==> src/rtl/core/hcfs_pkg.sv <==
// Shared types, constants and the CRC-16 byte update for the header CRC frame sync.
`default_nettype none

package hcfs_pkg;

  localparam int unsigned FrameLenDef = 32;
  localparam int unsigned ByteW       = 8;
  localparam int unsigned ByteIdxW    = 6;
  localparam int unsigned CrcW        = 16;
  localparam int unsigned CfgIdxW     = 2;

  localparam logic [CrcW-1:0]  CrcInit = 16'hFFFF;
  localparam logic [CrcW-1:0]  CrcPoly = 16'h8408;

  localparam logic [ByteW-1:0] HeaderFirstRst  = 8'h47;
  localparam logic [ByteW-1:0] HeaderSecondRst = 8'h44;

  localparam logic [CfgIdxW-1:0] RegHeaderFirst  = 2'd0;
  localparam logic [CfgIdxW-1:0] RegHeaderSecond = 2'd1;

  typedef enum logic [3:0] {
    ST_IDLE   = 4'b0001,
    ST_SEARCH = 4'b0010,
    ST_CRC    = 4'b0100,
    ST_EMIT   = 4'b1000
  } state_e;

  // Reflected CRC-16 update over one byte, one shift step per bit.
  function automatic logic [CrcW-1:0] crc_byte(input logic [CrcW-1:0] crc,
                                               input logic [ByteW-1:0] data);
    logic [CrcW-1:0] c;
    c = crc ^ {{(CrcW-ByteW){1'b0}}, data};
    for (int k = 0; k < ByteW; k++) begin
      if (c[0]) begin
        c = (c >> 1) ^ CrcPoly;
      end else begin
        c = c >> 1;
      end
    end
    return c;
  endfunction

endpackage

`default_nettype wire

==> src/rtl/core/header_crc_frame_sync.sv <==
// Header synchronized deframer with CRC-16 check over a circular frame buffer.
//
//  Channel  Signals                                        Direction
//  in       in_valid_i, in_stall_o, in_byte_i              request in
//  out      out_valid_o, out_stall_i, frame_byte_o,        request out
//           byte_index_o, last_byte_o
//  cfg      cfg_valid_i, cfg_ready_o, cfg_index_i,         register write in
//           cfg_data_i
//
// A byte is taken only while idle. The header search then reads the
// buffer through its single read port, one entry a cycle. A full candidate
// is checked by CRC one byte a cycle; a CRC miss drops one byte and
// rescans. A good frame is sent byte by byte, each byte read from the buffer
// before it is sent, and a stalled output holds it. Reset clears control
// state only; the buffer needs no clearing pass. The last result may wait
// in the output register while the next byte is accepted.
`default_nettype none

module header_crc_frame_sync #(
  parameter int unsigned FRAME_LEN = hcfs_pkg::FrameLenDef
) (
  input  wire logic                          clk_i,
  input  wire logic                          rst_ni,
  input  wire logic                          in_valid_i,
  output logic                               in_stall_o,
  input  wire logic [hcfs_pkg::ByteW-1:0]    in_byte_i,
  output logic                               out_valid_o,
  input  wire logic                          out_stall_i,
  output logic [hcfs_pkg::ByteW-1:0]         frame_byte_o,
  output logic [hcfs_pkg::ByteIdxW-1:0]      byte_index_o,
  output logic                               last_byte_o,
  input  wire logic                          cfg_valid_i,
  output logic                               cfg_ready_o,
  input  wire logic [hcfs_pkg::CfgIdxW-1:0]  cfg_index_i,
  input  wire logic [hcfs_pkg::ByteW-1:0]    cfg_data_i
);

  import hcfs_pkg::*;

  localparam int unsigned AW = $clog2(FRAME_LEN);
  localparam int unsigned CW = $clog2(FRAME_LEN + 1);
  localparam int unsigned SW = AW + 1;
  localparam logic [CW-1:0] FillFull = CW'(FRAME_LEN);
  localparam logic [CW-1:0] LastCnt  = CW'(FRAME_LEN - 1);
  localparam logic [CW-1:0] RxLoCnt  = CW'(FRAME_LEN - 2);

  function automatic logic [AW-1:0] wrap_add(input logic [AW-1:0] a,
                                             input logic [CW-1:0] b);
    logic [SW-1:0] s;
    s = SW'(a) + SW'(b);
    if (s >= SW'(FRAME_LEN)) begin
      s = s - SW'(FRAME_LEN);
    end
    return s[AW-1:0];
  endfunction

  state_e state_q, state_d;
  logic [ByteW-1:0] hdr_first_q, hdr_second_q;
  logic [AW-1:0]    head_q, head_d;
  logic [CW-1:0]    fill_q, fill_d;
  logic [CW-1:0]    cnt_q, cnt_d;
  logic [AW-1:0]    ra_q, ra_d;
  logic             dv_q, dv_d;
  logic [CW-1:0]    dcnt_q, dcnt_d;
  logic [CrcW-1:0]  crc_q, crc_d;
  logic [ByteW-1:0] prev_q, prev_d;
  logic [ByteW-1:0] rxlo_q, rxlo_d;
  logic [ByteW-1:0] rdata_q;

  logic                out_valid_q, out_valid_d;
  logic [ByteW-1:0]    out_byte_q, out_byte_d;
  logic [ByteIdxW-1:0] out_idx_q, out_idx_d;
  logic                out_last_q, out_last_d;

  logic [ByteW-1:0] mem_q [FRAME_LEN];
  logic             mem_we;
  logic [AW-1:0]    mem_wa;

  logic [AW-1:0] head_n;
  logic [CW-1:0] fill_n;
  logic [CW-1:0] skip;
  logic          out_free;

  assign in_stall_o   = (state_q != ST_IDLE);
  assign cfg_ready_o  = 1'b1;
  assign out_valid_o  = out_valid_q;
  assign frame_byte_o = out_byte_q;
  assign byte_index_o = out_idx_q;
  assign last_byte_o  = out_last_q;
  assign out_free     = !out_valid_q || !out_stall_i;

  always_comb begin
    state_d     = state_q;
    head_d      = head_q;
    fill_d      = fill_q;
    cnt_d       = cnt_q;
    ra_d        = ra_q;
    dv_d        = 1'b0;
    dcnt_d      = cnt_q;
    crc_d       = crc_q;
    prev_d      = prev_q;
    rxlo_d      = rxlo_q;
    out_valid_d = out_valid_q && out_stall_i;
    out_byte_d  = out_byte_q;
    out_idx_d   = out_idx_q;
    out_last_d  = out_last_q;
    mem_we      = 1'b0;
    mem_wa      = wrap_add(head_q, fill_q);
    head_n      = head_q;
    fill_n      = fill_q;
    skip        = dcnt_q - CW'(1);

    unique case (state_q)
      ST_IDLE: begin
        if (in_valid_i) begin
          mem_we = 1'b1;
          if (fill_q == FillFull) begin
            // Guard only: the oldest byte gives way to the new one.
            mem_wa = head_q;
            head_n = wrap_add(head_q, CW'(1));
            fill_n = fill_q;
          end else begin
            fill_n = fill_q + CW'(1);
          end
          head_d = head_n;
          fill_d = fill_n;
          if (fill_n >= CW'(2)) begin
            state_d = ST_SEARCH;
            ra_d    = head_n;
            cnt_d   = '0;
          end
        end
      end

      ST_SEARCH: begin
        if (cnt_q < fill_q) begin
          dv_d  = 1'b1;
          ra_d  = wrap_add(ra_q, CW'(1));
          cnt_d = cnt_q + CW'(1);
        end
        if (dv_q) begin
          prev_d = rdata_q;
          if ((dcnt_q != '0) && (prev_q == hdr_first_q) && (rdata_q == hdr_second_q)) begin
            // Earliest header found: drop everything in front of it.
            head_n = wrap_add(head_q, skip);
            fill_n = fill_q - skip;
            head_d = head_n;
            fill_d = fill_n;
            dv_d   = 1'b0;
            cnt_d  = '0;
            ra_d   = head_n;
            crc_d  = CrcInit;
            state_d = (fill_n == FillFull) ? ST_CRC : ST_IDLE;
          end else if (dcnt_q == fill_q - CW'(1)) begin
            // No header anywhere; a trailing first header byte survives.
            if (rdata_q == hdr_first_q) begin
              head_d = wrap_add(head_q, fill_q - CW'(1));
              fill_d = CW'(1);
            end else begin
              fill_d = '0;
            end
            state_d = ST_IDLE;
          end
        end
      end

      ST_CRC: begin
        if (cnt_q < FillFull) begin
          dv_d  = 1'b1;
          ra_d  = wrap_add(ra_q, CW'(1));
          cnt_d = cnt_q + CW'(1);
        end
        if (dv_q) begin
          if (dcnt_q < RxLoCnt) begin
            crc_d = crc_byte(crc_q, rdata_q);
          end else if (dcnt_q == RxLoCnt) begin
            rxlo_d = rdata_q;
          end else begin
            dv_d  = 1'b0;
            cnt_d = '0;
            if ({rdata_q, rxlo_q} == crc_q) begin
              ra_d    = head_q;
              state_d = ST_EMIT;
            end else begin
              head_n  = wrap_add(head_q, CW'(1));
              head_d  = head_n;
              fill_d  = fill_q - CW'(1);
              ra_d    = head_n;
              state_d = ST_SEARCH;
            end
          end
        end
      end

      ST_EMIT: begin
        // The read address holds until its byte is sent, so the read data stays put.
        dv_d = 1'b1;
        if (dv_q && out_free) begin
          out_valid_d = 1'b1;
          out_byte_d  = rdata_q;
          out_idx_d   = ByteIdxW'(cnt_q);
          out_last_d  = (cnt_q == LastCnt);
          dv_d        = 1'b0;
          if (cnt_q == LastCnt) begin
            fill_d  = '0;
            state_d = ST_IDLE;
          end else begin
            ra_d  = wrap_add(ra_q, CW'(1));
            cnt_d = cnt_q + CW'(1);
          end
        end
      end

      default: begin
        state_d = ST_IDLE;
      end
    endcase
  end

  always_ff @(posedge clk_i or negedge rst_ni) begin
    if (!rst_ni) begin
      state_q      <= ST_IDLE;
      hdr_first_q  <= HeaderFirstRst;
      hdr_second_q <= HeaderSecondRst;
      head_q       <= '0;
      fill_q       <= '0;
      cnt_q        <= '0;
      ra_q         <= '0;
      dv_q         <= 1'b0;
      dcnt_q       <= '0;
      crc_q        <= CrcInit;
      out_valid_q  <= 1'b0;
    end else begin
      state_q     <= state_d;
      head_q      <= head_d;
      fill_q      <= fill_d;
      cnt_q       <= cnt_d;
      ra_q        <= ra_d;
      dv_q        <= dv_d;
      dcnt_q      <= dcnt_d;
      crc_q       <= crc_d;
      out_valid_q <= out_valid_d;
      if (cfg_valid_i) begin
        if (cfg_index_i == RegHeaderFirst) begin
          hdr_first_q <= cfg_data_i;
        end else if (cfg_index_i == RegHeaderSecond) begin
          hdr_second_q <= cfg_data_i;
        end
      end
    end
  end

  always_ff @(posedge clk_i) begin
    prev_q     <= prev_d;
    rxlo_q     <= rxlo_d;
    out_byte_q <= out_byte_d;
    out_idx_q  <= out_idx_d;
    out_last_q <= out_last_d;
  end

  always_ff @(posedge clk_i) begin
    if (mem_we) begin
      mem_q[mem_wa] <= in_byte_i;
    end
    rdata_q <= mem_q[ra_q];
  end

endmodule

`default_nettype wire
==> config.mk <==
export PLATFORM = sky130hd
export DESIGN_NAME = header_crc_frame_sync
export DESIGN_NICKNAME = d
export VERILOG_FILES = /design/src/rtl/core/hcfs_pkg.sv /design/src/rtl/core/header_crc_frame_sync.sv
export SDC_FILE = /design/constraint.sdc
export NUM_CORES = 1
export LEC_CHECK = 0
export ABC_AREA = 1
export BUFFER_PORTS_ARGS = -buffer_cell sky130_fd_sc_hd__buf_2
export CAP_MARGIN = 10
export CELL_PAD_IN_SITES_DETAIL_PLACEMENT = 1
export CELL_PAD_IN_SITES_GLOBAL_PLACEMENT = 2
export CORE_AREA = 2 2 203 205
export CTS_CLUSTER_DIAMETER = 40
export DETAILED_ROUTE_END_ITERATION = 16
export DIE_AREA = 0 0 205 207
export PLACE_DENSITY = 0.89
export SLEW_MARGIN = 20
export SYNTH_ARGS = -nofsm -noshare
export SYNTH_HDL_FRONTEND = slang
export SYNTH_SLANG_ARGS = --single-unit
==> constraint.sdc <==
create_clock -name clk_i -period 7.7 [get_ports clk_i]
set_input_delay 1.54 -clock clk_i [delete_from_list [all_inputs] [get_ports clk_i]]
set_output_delay 1.54 -clock clk_i [all_outputs]
set_load 0.05 [all_outputs]
==> run_results.csv, run 1 <==
group,metric,value,unit
outcome,status,"finished clean",
cells_and_area,fillers,4466,
synthesis,avgSynthCellArea,9.81,um^2
synthesis,synthCells,1785,
global_route,antenna_found_initial,2,
die,initial_utilization,0.434,
clock_tree,cts_buffers,55,
synthesis,synth_nets,1844,
die,die_area,42400,um^2
placement,hpwl,35000,um
timing,drv_slew,0,
placement,placement.io_buffers,39,
die,num_rows,74,
power,p_switching,0.00342,W
cells_and_area,area_delta_synth_final,14.1,%
min_path,hp-start,"state_q[0]",
cells_and_area,final_common_cell,"nand2_1",
worst_setup_path,end_kind,"flop",
placement,place_ws,3.62,ns
die,fp.dieH,207,um
clock_tree,clk_pin_slew_worst_paths,0.06,ns
route,drt-initial-drc-count,1000,
worst_setup_path,cp_slowest_cell,"nor2_1",
timing,setup_viol,0,
min_path,hold_path_class,"flop to flop",
synthesis,synthArstFlopShare,0.183,
timing,hold_violations,0,
timing,clock_skew,0.0393,ns
route,num_vias,13300,
clock_tree,post_cts_buffers,0,
timing,worstMarginPinSlew,1.01,ns
power,combPwrFrac,0.363,
global_route,grt_pass1_vias,14100,
timing,period_needed,3.60,ns
synthesis,yosys_register_bits,361,
route,viasPerCell,5.59,
worst_setup_path,cp-startpoint,"fill_q[1]",
synthesis,synthTopCellsByArea,"edfxtp_1 49%, nand2_1 7.8%, dfrtp_1 6.1%",
timing,rsz0062_at_grt,"no",
power,leakagePower,7.91,nW
worst_setup_path,crit_chain,"inv_1 > ha_1 > inv_1 > nor2_2 > nand3_4 > inv_2 > nand2_4 > o21ai_1 > inv_1 > nor2_1 > nand2_1 > nor2_1",
worst_setup_path,cpMostUsedCell,"inv_1",
route,wirelength,53800,um
worst_setup_path,slowest_delay,0.76,ns
synthesis,seq_area_frac_synth,0.597,
die,fp.dieW,205,um
route,drtPass1Iterations,6,
cells_and_area,diodes,0,
timing,tns,0,ns
clock_tree,cts_buffer_depth,3,
global_route,grtUsageTotal,0.257,
worst_setup_path,rr_startpoint,"fill_q[1]",
power,swShare,0.414,
worst_setup_path,worst-path-max-fanout,9,
timing,finalCritPeriodShare,0.467,
timing,relSlewSlack,0.330,
worst_setup_path,path_class,"flop to flop",
synthesis,ys_types,48,
synthesis,synth.largest_area_cell,"edfxtp_1",
power,p_int,0.00484,W
synthesis,synth_warnings,0,
die,io_pins,41,
synthesis,synth_ff_type,"edfxtp_1",
synthesis,synth_top_area_frac,0.492,
cells_and_area,drive_above_1_share,0.129,
clock_tree,root_buffer,"clkbuf_16",
die,core_area,40400,um^2
global_route,grt_pass1_wl,82900,um
route,ant_nets,0,
worst_setup_path,worstPathRequired,7.93,ns
clock_tree,clock_latency,0.62,ns
worst_setup_path,cp_num_cells,12,
power,ir_drop,0.000200,V
synthesis,synth_edf_count,287,
flow_run,maxCapViolations,0,
worst_setup_path,startpoint_type,"flop",
clock_tree,htreeDepth,2,
synthesis,synth_area,17500,um^2
timing,timing.final.ws_setup,4.10,ns
clock_tree,cts_hold_buffers,0,
power,p_clk_frac,0.310,
power,powerDensity,414,nW/um^2
global_route,grt_max_degree,114,
worst_setup_path,worst-path-buf-inv,4,
timing,holdWs,0.495,ns
cells_and_area,nNetsFinal,1865,
power,seqPwrFrac,0.327,
worst_setup_path,cp.arrival,3.83,ns
clock_tree,cts_resized,0,
clock_tree,cts_tree,"yes",
clock_tree,cts.sinks,361,
route,drc,0,
placement,routabilityCongestion,0.896,
cells_and_area,final_cell_mix,"364 x nand2_1, 287 x edfxtp_1, 242 x nor2_1, 203 x o21ai_0, 129 x inv_1",
min_path,holdPathStages,2,
worst_setup_path,rr_worst_depth,12,
worst_setup_path,cp_top_family,"simple AND/OR/NAND/NOR gates",
timing,maxClockFrequency,278,MHz
route,wl_per_cell,22.6,um
global_route,grt_overflow,0,
[worst register-to-register path: stages, from the launching register on]
cell	delay, ns
dfrtp_1	0.51
inv_1	0.25
ha_1	0.23
inv_1	0.07
nor2_2	0.15
nand3_4	0.15
inv_2	0.17
nand2_4	0.10
o21ai_1	0.20
inv_1	0.06
nor2_1	0.12
nand2_1	0.46
nor2_1	0.76
[sequential cells by signal, indices dropped and copies added (netlist names)]
name	flops
mem_q	256
crc_q	16
frame_byte_o	8
hdr_first_q	8
hdr_second_q	8
prev_q	8
rdata_q	8
rxlo_q	8
byte_index_o	6
cnt_q	6
dcnt_q	6
fill_q	6
head_q	5
ra_q	5
state_q	4
dv_q	1
last_byte_o	1
out_valid_o	1
[power groups by stage]
stage	combinational [W]	sequential (W)	clock (W)
after floorplan	0.00220	0.00252	0
after global placement	0.00288	0.00272	0
after detailed placement	0.00296	0.00274	0
after CTS	0.00299	0.00270	0.00259
after global routing	0.00335	0.00274	0.00267
final	0.00300	0.00271	0.00256
[path summary, 6_finish.rpt]
check                                to  slack, ns
min reg2reg                  state_q[0]       0.50
max                        mem_q[24][0]       4.10
max reg2reg                mem_q[24][0]       4.10
max in group asynchronous       ra_q[0]       5.82
min in group asynchronous       ra_q[2]       1.10
min                          state_q[0]       0.50
[logic make-up (layout without fill, tap and decap cells)]
family / after synthesis / count (layout) / share of synthesized area
buf+inv: 232 / 299 / 0.0531
xor+xnor: 64 / 64 / 0.0329
other cells: 1 / 1 / 0.000214
fa+ha+maj: 36 / 36 / 0.0274
simple gates: 736 / 736 / 0.176
flops: 361 / 361 / 0.597
compound gates: 355 / 355 / 0.114
[final cells by class]
cell class | count | area, um^2 | share of cell area
Sequential cell | 361 | 10500 | 0.523
Multi-Input combinational cell | 1192 | 6140 | 0.307
Clock buffer | 60 | 1420 | 0.0709
Tap cell | 532 | 666 | 0.0333
Inverter | 153 | 577 | 0.0289
Clock inverter | 43 | 498 | 0.0249
Timing Repair Buffer | 43 | 231 | 0.0116
[synthesized netlist by cell type (all sizes together), types with 4 or more instances]
library cell,number
xnor2,24
nand4,14
nand3,72
buf,29
ha,32
clkbuf,50
nand3b,4
or2,5
a31oi,7
inv,150
o21ai,218
nor3,5
o211ai,7
nor2,256
fa,4
nand2,378
dfxtp,8
a21oi,35
o221ai,17
edfxtp,287
dfstp,23
dfrtp,43
xor2,40
o22ai,64
[per-stage QoR]
step / area, um^2 / std cells / total power (W) / util
detailed placement: 18100 / 2281 / 0.00570 / 0.448
floorplan: 17500 / 1785 / 0.00472 / -
CTS: 20000 / 2384 / 0.00828 / 0.495
global placement: 18100 / 2281 / 0.00560 / 0.448
global route: 20000 / 2384 / 0.00876 / 0.495
finish: 20000 / 2384 / 0.00827 / 0.495
[routing by layer]
| metal | GRT usage | vias up | part of all wire |
|---|---|---|---|
| met5 | 0 | - | 0.00048 |
| met4 | 0.0856 | 4 | 0.032 |
| met3 | 0.0503 | 128 | 0.059 |
| met2 | 0.418 | 423 | 0.48 |
| met1 | 0.345 | 6636 | 0.43 |
| li1 | - | 6145 | - |
Note: power is estimated with default switching activity, not from simulation.
==> inputs of run 2 (changes only) <==
--- a/config.mk
+++ b/config.mk
@@ -10,11 +10,11 @@
 export CAP_MARGIN = 10
 export CELL_PAD_IN_SITES_DETAIL_PLACEMENT = 1
 export CELL_PAD_IN_SITES_GLOBAL_PLACEMENT = 2
-export CORE_AREA = 2 2 203 205
+export CORE_AREA = 2 2 210 212
 export CTS_CLUSTER_DIAMETER = 40
 export DETAILED_ROUTE_END_ITERATION = 16
-export DIE_AREA = 0 0 205 207
-export PLACE_DENSITY = 0.89
+export DIE_AREA = 0 0 212 214
+export PLACE_DENSITY = 0.84
 export SLEW_MARGIN = 20
 export SYNTH_ARGS = -nofsm -noshare
 export SYNTH_HDL_FRONTEND = slang
==> constraint.sdc (replaced) <==
create_clock -name clk_i -period 3.6 [get_ports clk_i]
set_input_delay 0.72 -clock clk_i [delete_from_list [all_inputs] [get_ports clk_i]]
set_output_delay 0.72 -clock clk_i [all_outputs]
set_load 0.05 [all_outputs]
==> run 2 against run 1 <==
  * Clock-buffer cell count unchanged
  * Clock power up 100%
  * Final area up 1.6%
  * Global-route usage down 2.3 points
  * Worst setup slack worse by 3.7 ns
  * Die area up 6.9%
==> run_results.csv, run 2 (synthesis gave the netlist of run 1 again) <==
group,metric,value,unit
clock_tree,root_buffer,"clkbuf_16",
cells_and_area,area_delta_synth_final,16.0,%
worst_setup_path,rr_startpoint,"fill_q[0]",
worst_setup_path,worst-path-max-fanout,9,
route,ant_nets,0,
worst_setup_path,rr_worst_depth,10,
cells_and_area,final_cell_mix,"364 x nand2_1, 287 x edfxtp_1, 243 x nor2_1, 203 x o21ai_0, 129 x inv_1",
die,fp.dieH,214,um
die,die_area,45400,um^2
route,viasPerCell,5.33,
timing,drv_slew,0,
route,drc,0,
cells_and_area,diodes,0,
clock_tree,clk_pin_slew_worst_paths,0.06,ns
clock_tree,htreeDepth,2,
cells_and_area,final_common_cell,"nand2_1",
worst_setup_path,end_kind,"flop",
timing,holdWs,0.260,ns
clock_tree,post_cts_buffers,0,
worst_setup_path,worstPathRequired,3.86,ns
cells_and_area,fillers,4736,
worst_setup_path,r2r-end,"mem_q[23][5]",
timing,hold_violations,0,
power,powerDensity,861,nW/um^2
global_route,antenna_found_initial,0,
die,core_area,42900,um^2
flow_run,maxCapViolations,0,
cells_and_area,reg_top3,"mem_q: 256 flops, crc_q: 16 flops",
clock_tree,clock_latency,0.63,ns
timing,period_needed,3.24,ns
outcome,status,"finished clean",
cells_and_area,fin_cells,2483,
clock_tree,cts_buffer_depth,3,
route,drt-initial-drc-count,867,
route,wl_per_cell,21.1,um
cells_and_area,regMostFlops,"mem_q",
cells_and_area,utilization,0.474,
power,leakagePower,8.12,nW
cells_and_area,finish.instance_area,20300,um^2
timing,relSlewSlack,0.344,
global_route,grt_pass1_vias,14100,
timing,tns,0,ns
power,ir_drop,0.000456,V
cells_and_area,final-seq-area,10500,um^2
cells_and_area,largest_reg_flops,256,
cells_and_area,nNetsFinal,1913,
worst_setup_path,reg2reg_setup_slack,0.36,ns
clock_tree,cts_tree,"yes",
timing,clock_skew,0.0559,ns
global_route,grt_pass1_wl,80400,um
die,initial_utilization,0.409,
cells_and_area,multi_input_area,6130,um^2
clock_tree,cts_resized,0,
route,drtPass1Iterations,5,
timing,worstMarginPinSlew,0.984,ns
worst_setup_path,path_class,"flop to flop",
route,num_vias,13200,
min_path,hold_path_class,"primary input to asynchronous set/reset pin",
global_route,grt_max_degree,67,
placement,placed_cell_area,18500,um^2
worst_setup_path,cp.arrival,3.49,ns
clock_tree,cts_buffers,52,
placement,place_inst,2385,
timing,setup_viol,0,
placement,routabilityCongestion,0.881,
timing,rsz0062_at_grt,"no",
die,io_pins,41,
placement,placement.io_buffers,39,
die,num_rows,76,
global_route,grt_overflow,0,
global_route,grtUsageTotal,0.233,
worst_setup_path,startpoint_type,"flop",
cells_and_area,drive_above_1_share,0.144,
clock_tree,cts.sinks,361,
placement,hpwl,35500,um
timing,finalCritPeriodShare,0.899,
timing,maxClockFrequency,309,MHz
clock_tree,cts_hold_buffers,0,
die,fp.dieW,212,um
route,wirelength,52400,um
run 2: changes by cell type in the layout (fill, tap and decap cells not counted), sizes merged:
cell,before,now
clkinv,25,24
inv,159,157
clkinvlp,6,4
buf,43,94
run 2: layout make-up:
cell class                 count  area share
sequential                   361       0.515
tap                          585      0.0360
timing repair buffer          94      0.0301
inverter                     153      0.0284
multi-input combinational   1192       0.302
clock inverter                38      0.0222
clock buffer                  60      0.0666
run 2: per-stage QoR:
step | worst slack (ns) | total power, W
6_report | 0.364 | 0.0175
5_1_grt | 0.160 | 0.0186
4_1_cts | 0.377 | 0.0176
3_5_place_dp | 0.362 | 0.0123
3_3_place_gp | 0.581 | 0.0121
2_1_floorplan | 0.905 | 0.0101
run 2: critical path, cell delays in order, from the launching register on:
cell	delay, ns
dfrtp_1	0.47
inv_2	0.20
ha_1	0.21
inv_1	0.07
nor2_2	0.15
nand3_4	0.16
inv_2	0.17
nand2_4	0.11
o21ai_1	0.43
nand2_1	0.33
nor2_1	0.60
run 2: power breakdown:
group	total (W)	switching [W]	leakage, nW	internal, W
clock network	0.00522	0.00204	0.864	0.00318
registers	0.00567	0.000633	3.46	0.00504
logic	0.00660	0.00450	3.80	0.00210
run 2: layer usage:
| layer | vias up | global-route usage | wire length [um] |
|---|---|---|---|
| met2 | 343 | 0.388 | 25000 |
| met1 | 6524 | 0.305 | 23000 |
| met4 | 0 | 0.0948 | 2070 |
| met5 | - | 0 | 0 |
| li1 | 6239 | - | - |
| met3 | 122 | 0.0352 | 2340 |
run 2: worst max path at each step:
stage | startpoint | end | slack (ns) | cells past startpoint
after detailed placement | fill_q[0] | mem_q[23][0] | 0.36 | 10
after floorplan | head_q[0] | mem_q[12][0] | 0.91 | 12
after global routing | fill_q[0] | mem_q[14][4] | 0.16 | 13
after global placement | fill_q[0] | mem_q[23][3] | 0.58 | 11
after CTS | fill_q[0] | mem_q[23][5] | 0.38 | 10
final | fill_q[0] | mem_q[23][5] | 0.36 | 10
==> inputs of run 3 (changes only) <==
--- a/config.mk
+++ b/config.mk
@@ -8,13 +8,11 @@
 export ABC_AREA = 1
 export BUFFER_PORTS_ARGS = -buffer_cell sky130_fd_sc_hd__buf_2
 export CAP_MARGIN = 10
-export CELL_PAD_IN_SITES_DETAIL_PLACEMENT = 1
-export CELL_PAD_IN_SITES_GLOBAL_PLACEMENT = 2
-export CORE_AREA = 2 2 210 212
+export CORE_AREA = 2 2 170 172
 export CTS_CLUSTER_DIAMETER = 40
 export DETAILED_ROUTE_END_ITERATION = 16
-export DIE_AREA = 0 0 212 214
-export PLACE_DENSITY = 0.84
+export DIE_AREA = 0 0 172 174
+export PLACE_DENSITY = 0.85
 export SLEW_MARGIN = 20
 export SYNTH_ARGS = -nofsm -noshare
 export SYNTH_HDL_FRONTEND = slang
==> run 3 against run 2 <==
  * Final cell count shrank 9.3%
  * Critical path type unchanged
  * Clock skew shrank 0.037 ns
  * Fmax shrank 2.8%
  * Sequential share of layout area grew 1.7 points
  * Global-route usage grew 6.4 points
  * Critical endpoint is now mem_q[0][5]
  * Clock-buffer cell count shrank 8
==> run_results.csv, run 3 (synthesis gave the netlist of run 1 again) <==
group,metric,value,unit
route,viasPerCell,6.02,
clock_tree,cts.sinks,361,
worst_setup_path,startpoint_type,"flop",
die,num_rows,62,
placement,place_inst,2172,
timing,drv_slew,0,
route,drt-initial-drc-count,1867,
die,die_area,29900,um^2
cells_and_area,regMostFlops,"mem_q",
placement,hpwl,28400,um
placement,placement.io_buffers,39,
route,drc,0,
timing,period_needed,3.33,ns
worst_setup_path,cpMostUsedCell,"inv_1",
clock_tree,cts_buffer_depth,3,
flow_run,maxCapViolations,0,
cells_and_area,largest_reg_flops,256,
power,leakagePower,7.90,nW
cells_and_area,finish.instance_area,19700,um^2
worst_setup_path,worst-path-buf-inv,4,
timing,hold_violations,0,
global_route,antenna_found_initial,0,
clock_tree,htreeDepth,2,
timing,finalCritPeriodShare,0.925,
clock_tree,cts_resized,0,
worst_setup_path,cp.arrival,3.51,ns
worst_setup_path,cp_slowest_cell,"nor2_1",
cells_and_area,area_delta_synth_final,12.3,%
clock_tree,root_buffer,"clkbuf_16",
outcome,status,"finished clean",
timing,rsz0062_at_grt,"no",
timing,timing.final.ws_setup,0.272,ns
worst_setup_path,worstPathRequired,3.78,ns
cells_and_area,drive_above_1_share,0.133,
clock_tree,clock_latency,0.55,ns
placement,placed_cell_area,18200,um^2
power,powerDensity,836,nW/um^2
die,fp.dieH,174,um
worst_setup_path,worst-path-max-fanout,9,
timing,setup_viol,0,
clock_tree,post_cts_buffers,0,
placement,place_ws,0.351,ns
cells_and_area,reg_top3,"mem_q: 256 flops, crc_q: 16 flops",
timing,relSlewSlack,0.398,
route,num_vias,13600,
timing,clock_skew,0.0190,ns
timing,worstMarginPinSlew,0.904,ns
global_route,grt_overflow,0,
clock_tree,cts_hold_buffers,0,
route,drtPass1Iterations,6,
worst_setup_path,end_kind,"flop",
worst_setup_path,crit_chain,"inv_1 > ha_1 > inv_1 > nor2_2 > nand3_4 > inv_2 > nand2_4 > o21ai_1 > inv_1 > nor2_1 > nand2_1 > nor2_1",
placement,routabilityCongestion,0.965,
global_route,grt_max_degree,91,
die,io_pins,41,
global_route,grtUsageTotal,0.297,
timing,tns,0,ns
clock_tree,clk_pin_slew_worst_paths,0.06,ns
route,wl_per_cell,19.6,um
cells_and_area,final_cell_mix,"364 x nand2_1, 287 x edfxtp_1, 243 x nor2_1, 203 x o21ai_0, 129 x inv_1",
worst_setup_path,cp_top_family,"simple AND/OR/NAND/NOR gates",
global_route,grt_pass1_vias,13000,
route,wirelength,44000,um
min_path,hold_path_class,"primary input to asynchronous set/reset pin",
die,fp.dieW,172,um
die,initial_utilization,0.620,
timing,holdWs,0.385,ns
worst_setup_path,path_class,"flop to flop",
cells_and_area,fin_cells,2252,
cells_and_area,diodes,0,
global_route,grt_pass1_wl,68600,um
cells_and_area,final_common_cell,"nand2_1",
die,core_area,28200,um^2
timing,maxClockFrequency,300,MHz
power,ir_drop,0.000601,V
worst_setup_path,slowest_delay,0.63,ns
clock_tree,cts_tree,"yes",
route,ant_nets,0,
cells_and_area,nNetsFinal,1893,
clock_tree,cts_buffers,44,
-- run 3: cell types whose count changed in the layout (fill, tap and decap cells not counted), sizes merged --
cell / before / now
buf: 94 / 82
clkinv: 24 / 16
clkbuf: 60 / 52
inv: 157 / 154
clkinvlp: 4 / 7
bufinv: 6 / 4
-- run 3: cell type report --
type                       instances  area [um^2]
tap                              384          480
fill                            2030         8570
multi-input combinational       1192         6130
inverter                         153          576
clock buffer                      52         1180
sequential                       361        10500
clock inverter                    28          294
timing repair buffer              82          543
-- run 3: worst paths after layout --
check / start / to / slack, ns / cells past startpoint
hold reg to reg: hdr_second_q[6] / hdr_second_q[6] / 0.51 / 2
min in group clk_i: cfg_data_i[6] / hdr_first_q[6] / 0.43 / 3
setup reg to reg: fill_q[1] / mem_q[0][5] / 0.27 / 12
max in group asynchronous: rst_ni / ra_q[0] / 2.52 / 2
hold / removal: rst_ni / head_q[0] / 0.38 / 2
setup / recovery: fill_q[1] / mem_q[0][5] / 0.27 / 12
-- run 3: stage by stage --
step	power (W)	utilization
finish	0.0164	0.697
global route	0.0173	0.697
CTS	0.0163	0.697
detailed placement	0.0119	0.644
floorplan	0.0101	-
global placement	0.0117	0.644
-- run 3: where the power goes --
group / internal [W] / total [W] / switching, W
clock: 0.00266 / 0.00441 / 0.00174
sequential: 0.00504 / 0.00561 / 0.000571
combinational: 0.00208 / 0.00643 / 0.00435
-- run 3: routing by layer --
metal | track usage | wire length [um] | part of all wire
met1 | 0.390 | 16400 | 0.37
met2 | 0.478 | 20600 | 0.47
met3 | 0.0574 | 4760 | 0.11
met4 | 0.142 | 2230 | 0.051
met5 | 0 | 0 | 0
